===== config.mk =====
export PLATFORM = sky130hd
export DESIGN_NAME = button_debounce_short_long_press
export DESIGN_NICKNAME = d
export VERILOG_FILES = /design/src/sv/bdsl_pkg.sv /design/src/sv/button_debounce_short_long_press.sv /design/src/sv/bdsl_cfg.sv /design/src/sv/bdsl_core.sv
export SDC_FILE = /design/constraint.sdc
export NUM_CORES = 1
export LEC_CHECK = 0
export ABC_AREA = 1
export BUFFER_PORTS_ARGS = -buffer_cell sky130_fd_sc_hd__buf_2
export CAP_MARGIN = 20
export CORE_UTILIZATION = 37
export CTS_BUF_LIST = sky130_fd_sc_hd__clkbuf_8 sky130_fd_sc_hd__clkbuf_16
export CTS_CLUSTER_DIAMETER = 30
export DETAILED_ROUTE_END_ITERATION = 16
export HOLD_SLACK_MARGIN = 0.08
export SYNTH_ARGS = -nofsm -noshare
export SYNTH_HDL_FRONTEND = slang
export SYNTH_SLANG_ARGS = --single-unit

===== constraint.sdc =====
create_clock -name clk -period 7.6 [get_ports clk]
set_input_delay 1.52 -clock clk [delete_from_list [all_inputs] [get_ports clk]]
set_output_delay 1.52 -clock clk [all_outputs]
set_load 0.02 [all_outputs]

===== src/sv/bdsl_pkg.sv =====
// ----------------------------------------------------------------------------
// Button debounce package
// Widths, register indexes, reset values and shared types.
// ----------------------------------------------------------------------------
package bdsl_pkg;

  localparam int unsigned TIME_W   = 32;
  localparam int unsigned REG_W    = 16;
  localparam int unsigned CFG_IDX_W = 8;
  localparam int unsigned IN_TDATA_W = 40;

  // Register indexes
  localparam logic [CFG_IDX_W-1:0] CFG_DEBOUNCE   = 8'd0;
  localparam logic [CFG_IDX_W-1:0] CFG_LONG_PRESS = 8'd1;

  // Register reset values
  localparam logic [REG_W-1:0] DEBOUNCE_RST   = 16'd50;
  localparam logic [REG_W-1:0] LONG_PRESS_RST = 16'd600;

  // Event kinds
  localparam logic EV_SHORT = 1'b0;
  localparam logic EV_LONG  = 1'b1;

  typedef struct packed {
    logic [REG_W-1:0] settle_ms;
    logic [REG_W-1:0] long_hold_ms;
  } cfg_regs_t;

  typedef struct packed {
    logic              valid;
    logic              kind;
    logic [TIME_W-1:0] time_ms;
  } event_t;

endpackage


===== src/sv/button_debounce_short_long_press.sv =====
// ----------------------------------------------------------------------------
// Button debounce with short and long press
// Debounces polled button samples and reports short and long press events.
// ----------------------------------------------------------------------------
// Usage:
//   in_*  : one poll word per transfer, tdata = {now_ms, raw_pressed}.
//   out_* : one event word, tdata = event_time, tuser = event_kind
//           (0 short press on release, 1 long press while held).
//   cfg_* : register writes, index 0 settle time, index 1 long-press time;
//           cfg_ready is always high, write only while the block is idle.
// Pipeline: an accepted poll is held in the input register; its event word
//   is loaded into the result register once that register is free or being
//   taken, and is then offered on out_*. Throughput is one poll per cycle
//   while out_* is not stalled; a poll that gives no event produces no output word.
// The settle check, the state update and the long-press check are all
//   combinational between the input and result registers.
// Reset: clears the button state and both pipeline registers, and loads
//   a 50 ms settle time and a 600 ms long-press time.
// Stall: while out_tready is low a pending event holds; one more poll can
//   sit in the input register, then in_tready drops.
// ----------------------------------------------------------------------------
module button_debounce_short_long_press
  import bdsl_pkg::*;
(
  input  logic                  clk,
  input  logic                  rst_n,
  // Poll channel
  input  logic                  in_tvalid,
  output logic                  in_tready,
  input  logic [IN_TDATA_W-1:0] in_tdata,   // [0] raw_pressed, [32:1] now_ms, rest zero
  // Event channel
  output logic                  out_tvalid,
  input  logic                  out_tready,
  output logic [TIME_W-1:0]     out_tdata,  // [31:0] event_time
  output logic                  out_tuser,  // [0] event_kind
  // Configuration channel
  input  logic                  cfg_valid,
  output logic                  cfg_ready,
  input  logic [CFG_IDX_W-1:0]  cfg_index,
  input  logic [REG_W-1:0]      cfg_data
);

  logic              in_v_r, in_v_nxt;
  logic              in_raw_r;
  logic [TIME_W-1:0] in_now_r;
  logic              out_v_r, out_v_nxt;
  logic              out_kind_r;
  logic [TIME_W-1:0] out_time_r;
  logic              advance;
  logic              in_take;
  cfg_regs_t         regs;
  event_t            evt;

  assign cfg_ready = 1'b1;

  bdsl_cfg u_cfg (
    .clk       (clk),
    .rst_n     (rst_n),
    .cfg_valid (cfg_valid),
    .cfg_index (cfg_index),
    .cfg_data  (cfg_data),
    .regs      (regs)
  );

  // Advance the held poll when the result register is free
  assign advance   = in_v_r && (!out_v_r || out_tready);
  assign in_tready = !in_v_r || advance;
  assign in_take   = in_tvalid && in_tready;
  assign in_v_nxt  = in_take ? 1'b1 : (advance ? 1'b0 : in_v_r);

  always_ff @(posedge clk) begin
    if (!rst_n) begin
      in_v_r <= 1'b0;
    end else begin
      in_v_r <= in_v_nxt;
    end
  end

  // Capture the poll word
  always_ff @(posedge clk) begin
    if (in_take) begin
      in_raw_r <= in_tdata[0];
      in_now_r <= in_tdata[TIME_W:1];
    end
  end

  bdsl_core u_core (
    .clk   (clk),
    .rst_n (rst_n),
    .step  (advance),
    .raw   (in_raw_r),
    .now   (in_now_r),
    .regs  (regs),
    .evt   (evt)
  );

  // Load a new event or drop the taken one
  assign out_v_nxt = advance ? evt.valid : (out_tready ? 1'b0 : out_v_r);

  always_ff @(posedge clk) begin
    if (!rst_n) begin
      out_v_r <= 1'b0;
    end else begin
      out_v_r <= out_v_nxt;
    end
  end

  always_ff @(posedge clk) begin
    if (advance && evt.valid) begin
      out_kind_r <= evt.kind;
      out_time_r <= evt.time_ms;
    end
  end

  assign out_tvalid = out_v_r;
  assign out_tdata  = out_time_r;
  assign out_tuser  = out_kind_r;

endmodule


===== src/sv/bdsl_cfg.sv =====
// ----------------------------------------------------------------------------
// Button debounce configuration registers
// Holds the debounce and long-press times, written through the cfg channel.
// ----------------------------------------------------------------------------
module bdsl_cfg
  import bdsl_pkg::*;
(
  input  logic                 clk,
  input  logic                 rst_n,
  input  logic                 cfg_valid,
  input  logic [CFG_IDX_W-1:0] cfg_index,
  input  logic [REG_W-1:0]     cfg_data,
  output cfg_regs_t            regs
);

  cfg_regs_t regs_r;
  cfg_regs_t regs_nxt;

  // Decode the register index; unknown indexes are dropped
  always_comb begin
    regs_nxt = regs_r;
    if (cfg_valid) begin
      case (cfg_index)
        CFG_DEBOUNCE:   regs_nxt.settle_ms    = cfg_data;
        CFG_LONG_PRESS: regs_nxt.long_hold_ms = cfg_data;
        default:        regs_nxt = regs_r;
      endcase
    end
  end

  always_ff @(posedge clk) begin
    if (!rst_n) begin
      regs_r.settle_ms    <= DEBOUNCE_RST;
      regs_r.long_hold_ms <= LONG_PRESS_RST;
    end else begin
      regs_r <= regs_nxt;
    end
  end

  assign regs = regs_r;

endmodule


===== src/sv/bdsl_core.sv =====
// ----------------------------------------------------------------------------
// Button debounce core
// Button state registers and the per-poll settle and press-timing logic.
// ----------------------------------------------------------------------------
module bdsl_core
  import bdsl_pkg::*;
(
  input  logic              clk,
  input  logic              rst_n,
  input  logic              step,
  input  logic              raw,
  input  logic [TIME_W-1:0] now,
  input  cfg_regs_t         regs,
  output event_t            evt
);

  logic              stable_r, stable_nxt;
  logic              last_raw_r, last_raw_nxt;
  logic [TIME_W-1:0] raw_chg_time_r, raw_chg_time_nxt;
  logic [TIME_W-1:0] press_start_r, press_start_nxt;
  logic              long_rep_r, long_rep_nxt;

  logic              raw_chg;
  logic [TIME_W-1:0] settle_elapsed;
  logic              settled;
  logic              upd;
  logic              press;
  logic              release_ev;
  logic              long_mid;
  logic [TIME_W-1:0] held;
  logic              short_ev;
  logic              long_ev;

  // Settle check: a fresh raw change has zero elapsed time
  assign raw_chg        = raw != last_raw_r;
  assign settle_elapsed = now - raw_chg_time_r;
  assign settled        = raw_chg ? (regs.settle_ms == '0) :
                          (settle_elapsed >= {{(TIME_W-REG_W){1'b0}}, regs.settle_ms});
  assign upd            = settled && (stable_r != raw);
  assign press          = upd && raw;
  assign release_ev     = upd && !raw;

  // Press timing: a press taken this poll has zero hold time
  assign long_mid = press ? 1'b0 : long_rep_r;
  assign held     = press ? '0 : (now - press_start_r);
  assign short_ev = release_ev && !long_rep_r;
  assign long_ev  = (upd ? raw : stable_r) && !long_mid &&
                    (held >= {{(TIME_W-REG_W){1'b0}}, regs.long_hold_ms});

  // Next state
  assign stable_nxt       = upd ? raw : stable_r;
  assign last_raw_nxt     = raw;
  assign raw_chg_time_nxt = raw_chg ? now : raw_chg_time_r;
  assign press_start_nxt  = press ? now : press_start_r;
  assign long_rep_nxt     = long_ev ? 1'b1 : long_mid;

  always_ff @(posedge clk) begin
    if (!rst_n) begin
      stable_r       <= 1'b0;
      last_raw_r     <= 1'b0;
      raw_chg_time_r <= '0;
      press_start_r  <= '0;
      long_rep_r     <= 1'b0;
    end else if (step) begin
      stable_r       <= stable_nxt;
      last_raw_r     <= last_raw_nxt;
      raw_chg_time_r <= raw_chg_time_nxt;
      press_start_r  <= press_start_nxt;
      long_rep_r     <= long_rep_nxt;
    end
  end

  assign evt.valid   = step && (short_ev || long_ev);
  assign evt.kind    = long_ev ? EV_LONG : EV_SHORT;
  assign evt.time_ms = now;

endmodule


After elaboration in Yosys (flattened, before gate mapping)
Cells that the tools add are included.

Register bits after elaboration: 167. Bits in latches: 0. RAM bits: 0. Bits in read-only memories: 0. Output and inout bits: 36. Word-level logic and storage cells: 56. Memories: 0.

Add/sub/neg operators: 2. Multipliers: 0. Divide/modulo/power cells: 0. Magnitude comparators: 2. Equality and inequality tests: 3. Shift operators: 0. Multiplexer cells: 10. Bitwise operators: 0. Reduce and logical (&&, ||, !) cells: 26.

Operators by type and width (count): 32-bit by 16-bit greater-or-equal comparator with 1-bit output (2); 32-bit subtractor (2); 32-bit two-way mux (1); 16-bit logical NOT (1); 1-bit logical AND (10); 1-bit two-way mux (9); 8-bit by 1-bit equality test with 1-bit output, second input constant (1); 8-bit logical NOT (1); 2-bit AND reduction (4); 1-bit logical NOT (5); 2-bit nonzero test (2); 1-bit logical OR (3); 1-bit != test (2).

Longest topological paths before layout
Depth after elaboration: 12. Mapped depth: 42.

Cells and area by module
From an unflattened synthesis, not the netlist that was laid out.

Cell total of the unflattened synthesis: 1713. Area, all modules: 11831.3 um^2.

By module, submodules not included: bdsl_core (instances 1, cells an instance 1433, area each 8331.7 um^2, seq. area each 1341.3 um^2); button_debounce_short_long_press (instances 1, cells an instance 85, area each 2100.8 um^2, seq. area each 2021.9 um^2); bdsl_cfg (instances 1, cells an instance 195, area each 1398.8 um^2, seq. area each 640.6 um^2).

Worst setup path after synthesis
Ideal clock, no wire load.

Path kind: reg2reg. From: register in_now_r[0]. To: register out_time_r[0], in the netlist out_tdata[0], enable pin. Library setup time: 391 ps. Arrival: 4960 ps. Data required time: 7209 ps. Path slack: 2249 ps. Cell stages (with the launch flop): 39. Path buffers: 0. Cells stage by stage: edfxtp_1 > inv_1 > ha_1 > fa_1 > inv_1 > nand2_1 > nand3_2 > nand3_1 > nand2_1 > xor2_1 > ha_1 > nand2_1 > inv_1 > nand2_1 > nand3_1 > a31oi_1 > o21ai_1 > nor2_1 > [... 3 more ...] > nand3_4 > inv_2 > or2_2 > ha_1 > inv_1 > nand2_1 > a21oi_1 > o21ai_0 > nand3_1 > o2111ai_1 > a21oi_1 > o21ai_0 > nand2_1 > nand2_1 > a21oi_1 > nand2_1 > nand3_1 > nand2_1.

Longest elaborated chain between the ends: 12. Elaborated cells between the ends (all ways): 18. Classes of those cells: 2 x add/sub; 2 x order compare; 4 x mux; 10 x reduce/logical.

Ends and longest elaborated chain: start: declaration (RTL line button_debounce_short_long_press.sv:45) `logic [TIME_W-1:0] in_now_r;`; start signal: assignment (RTL line button_debounce_short_long_press.sv:83) `in_now_r <= in_tdata[TIME_W:1];`; parallel branches: the longest is 9 deep, another holds 32-bit subtractor; 1-bit logical OR * (RTL line bdsl_core.sv:73) `assign evt.valid = step && (short_ev || long_ev);`; 1-bit logical AND * (RTL line bdsl_core.sv:73); 1-bit logical AND * (RTL line button_debounce_short_long_press.sv:109) `if (advance && evt.valid) begin`; end signal: assignment (RTL line button_debounce_short_long_press.sv:111) `out_time_r <= evt.time_ms;`; end: declaration (RTL line button_debounce_short_long_press.sv:48) `logic [TIME_W-1:0] out_time_r;`.

Mark *: on every way between the ends. A chain may end at the register's enable or synchronous reset.

Worst setup path after layout
From: register in_now_r[2]. To: register out_time_r[21], in the netlist out_tdata[21], enable pin.

The elaborated chain is that of the path after synthesis.

==> flow_summary.ini <==
[global_route]
grt_first_pass_wirelength_mm = 49.5
grt_max_degree = 98
gr-usage-all-layers_pct = 20.8
antenna_found_initial = 0
grt.overflow.total = 0
grt_pass1_vias = 9511

[worst_setup_path]
crit_family = simple AND/OR/NAND/NOR gates
rr_startpoint = in_now_r[2]$_DFFE_PP_
reg2reg_depth = 38
slowest_stage = edfxtp_1
arrival_ns = 6.77
timing.critical_path.mode_cell = nand2_1
crit_path_end_kind = register
cp.required_ns = 7.71
crit_type = reg -> reg
reg2reg_to = out_tdata[21]$_DFFE_PP_
start_kind = register
r2r_slack_ns = 0.94
critPathCapture = out_tdata[21]$_DFFE_PP_
crit_fanout = 22
slowest_delay_ns = 0.52
crit_start = in_now_r[2]$_DFFE_PP_
critPathBufInv = 4
path_depth = 38

[logic_synthesis]
syn_area_per_cell_um2 = 7.17
synth_warnings = 0
yosysSeqAreaShare_pct = 36.2
synth_edf_count = 66
synthesis.instances = 1541
synth_fp_nets = 1706
ys_ff_latch = 167
synth_cell_types = 46
syn_area_um2 = 11000
async_flop_share_pct = 0
ys.flop_type = dfxtp_1

[routing]
routed_via_density = 4.99
drtIter0Drc = 634
drc = 0
first_pass_iters = 7
antenna_left = 0
routed-via-count = 10100
wl_mm = 31.2
wire_per_inst_um = 15.4

[place]
place.detailed.hpwl_mm = 24.4
gp_congestion = 0.892
io_buffers = 96
place_ws_ns = 0.991

[timing]
tns_ns = 0
setup_viol = 0
fmaxAchievable_ghz = 0.150
report.final.hold_viol_count = 0
setup_ws_ns = 0.937
worst_pin_slew_ns = 0.920
final_max_slew_viol_count = 0
fin_skew_ns = 0.0256
grt_setup_unrepaired = no
post-route-min-period_ns = 6.66
min_period_over_period_pct = 87.7
relSlewSlack_pct = 38.7

[clocking]
insertion_delay_ns = 0.45
cts-root-buf = clkbuf_16
clock_sinks = 167
cts.repair.resized = 0
cts_setup_buffers = 0
ctsHoldBuffers = 0
cts_max_level = 4
clk_pin_slew_worst_paths_ns = 0.09
clk_path_buf_depth = 2
cts_buffers = 17
cts_tree = built

[power]
total_power_w = 0.00253
ir_drop_mv = 0.141
p_sw_w = 0.000877
p_int_w = 0.00165
p_clk_share_pct = 34.7
power_density_nw_per_um2 = 202
comb_power_share_pct = 25.4
p_seq_share_pct = 39.9
leakagePower_nw = 5.74
netSwitchingFraction_pct = 34.7

[finish]
n_antenna_cell = 0
fillCellCount = 3014
layout-drive-gt1-share_pct = 10.9
area_growth_pct = 13.0
nets = 1797

[run]
cap_violations = 0

[floorplan]
rows = 62
die_h_um = 175
ios = 105
dieArea_um2 = 30600
initial_core_util_pct = 38.1
die_w_um = 175
core_area_um2 = 29000

[run_status]
outcome = finished clean

[worst_hold_path]
hold_path.class = reg -> reg
hold_depth = 2
min_from = u_core.raw_chg_time_r[13]$_SDFFE_PN0P_
==> layer usage <==
metal | wire [um] | GRT usage (%) | up-vias
li1 | - | - | 5208
met1 | 15100 | 28.9 | 4575
met2 | 13600 | 32.4 | 291
met3 | 1770 | 3.61 | 42
met4 | 768 | 7.43 | 0
met5 | 0 | 0 | -
==> worst min-delay path by stage <==
| stage | endpoint | slack [ns] |
|---|---|---|
| after floorplan | out_tdata[0]$_DFFE_PP_ | 0.43 |
| after global placement | out_tdata[0]$_DFFE_PP_ | 0.44 |
| after detailed placement | out_tdata[0]$_DFFE_PP_ | 0.44 |
| after CTS | out_tdata[0]$_DFFE_PP_ | 0.46 |
| after global routing | u_core.press_start_r[15]$_SDFFE_PN0P_ | 0.48 |
| final | u_core.raw_chg_time_r[13]$_SDFFE_PN0P_ | 0.46 |
==> power groups by stage <==
stage	Sequential [W]	Clock, W	Combinational [W]
floorplan	0.00102	0	0.000461
global placement	0.00103	0	0.000627
detailed placement	0.00103	0	0.000635
CTS	0.00101	0.000896	0.000640
global route	0.00101	0.000930	0.000734
finish	0.00101	0.000877	0.000642
==> cells by family (layout without fill, tap and decap cells) <==
kind of cell / after synthesis / after routing / share of synthesized area [%]
XOR/XNOR: 32 / 32 / 2.54
other: 1 / 1 / 0.0339
adder cells (fa/ha/maj): 96 / 96 / 11.0
AND/OR/NAND/NOR: 631 / 631 / 24.5
buffers and inverters: 305 / 409 / 10.7
flip-flops: 167 / 167 / 36.2
AO/OA/AOI/OAI: 309 / 309 / 15.0
==> cell type report <==
cell class,instances,area [um^2],area share (%)
clock buffer,18,439,3.52
clock inverter,14,140,1.12
inverter,277,1040,8.33
multi-input combinational,1069,5870,47.0
sequential,167,4000,32.1
tap,384,480,3.85
timing repair buffer,100,510,4.09
==> worst min-delay path, cell delays in order (launching register included) <==
cell     delay [ns]
dfxtp_1        0.31
inv_1          0.06
a21oi_1        0.05
==> cells in the mapped netlist (2+ instances only) <==
cell type	n	area (um^2)
inv_1	265	995
buf_2	2	10.0
nand2_1	370	1390
nand3b_1	7	52.6
nand2_2	6	37.5
nor2_4	2	22.5
a21o_1	2	15.0
nand4_1	23	144
dfxtp_1	101	2020
clkbuf_1	20	75.1
xnor2_1	6	52.6
a21oi_1	149	746
a21oi_2	9	78.8
nand3_2	4	40.0
xor2_1	26	228
o21ai_0	92	460
inv_2	11	41.3
nor2_2	8	50.1
o21a_1	4	30.0
buf_4	3	22.5
a31oi_1	2	12.5
nor2_1	106	398
edfxtp_1	66	1980
ha_1	94	1180
and2_1	2	12.5
nor4_1	3	18.8
o211ai_1	9	67.6
o21bai_1	7	52.6
fa_1	2	40.0
nand3_1	71	355
nor3_1	21	105
o21ai_1	29	145
or2_2	4	25.0
buf_6	3	33.8
==> sequential cells by signal, summed over array words and instances, names as in the netlist <==
register	count
u_cfg.regs	32
u_core.raw_chg_time_r	32
u_core.stable_r	1
in_raw_r	1
u_core.long_rep_r	1
in_v_r	1
out_tdata	32
out_tvalid	1
in_now_r	32
out_tuser	1
u_core.last_raw_r	1
u_core.press_start_r	32
==> stage by stage <==
step	cells	utilization [%]	hold WS, ns	instance area [um^2]
after floorplan	1541	-	0.426	11000
after global placement	1997	41.0	0.440	11900
after detailed placement	1997	41.0	0.440	11900
after CTS	2029	43.0	0.461	12500
after global routing	2029	43.0	0.476	12500
final	2029	43.0	0.459	12500
==> cells in the final DEF (no fill, tap or decap), drive strengths merged, types with 18 or more instances in the layout <==
| cell type | n |
|---|---|
| nand4 | 23 |
| xor2 | 26 |
| nor3 | 21 |
| ha | 94 |
| o21ai | 121 |
| a21oi | 158 |
| buf | 100 |
| edfxtp | 66 |
| nand3 | 76 |
| nor2 | 116 |
| inv | 288 |
| clkbuf | 18 |
| nand2 | 377 |
| dfxtp | 101 |
(Power assumes the default switching activity.)
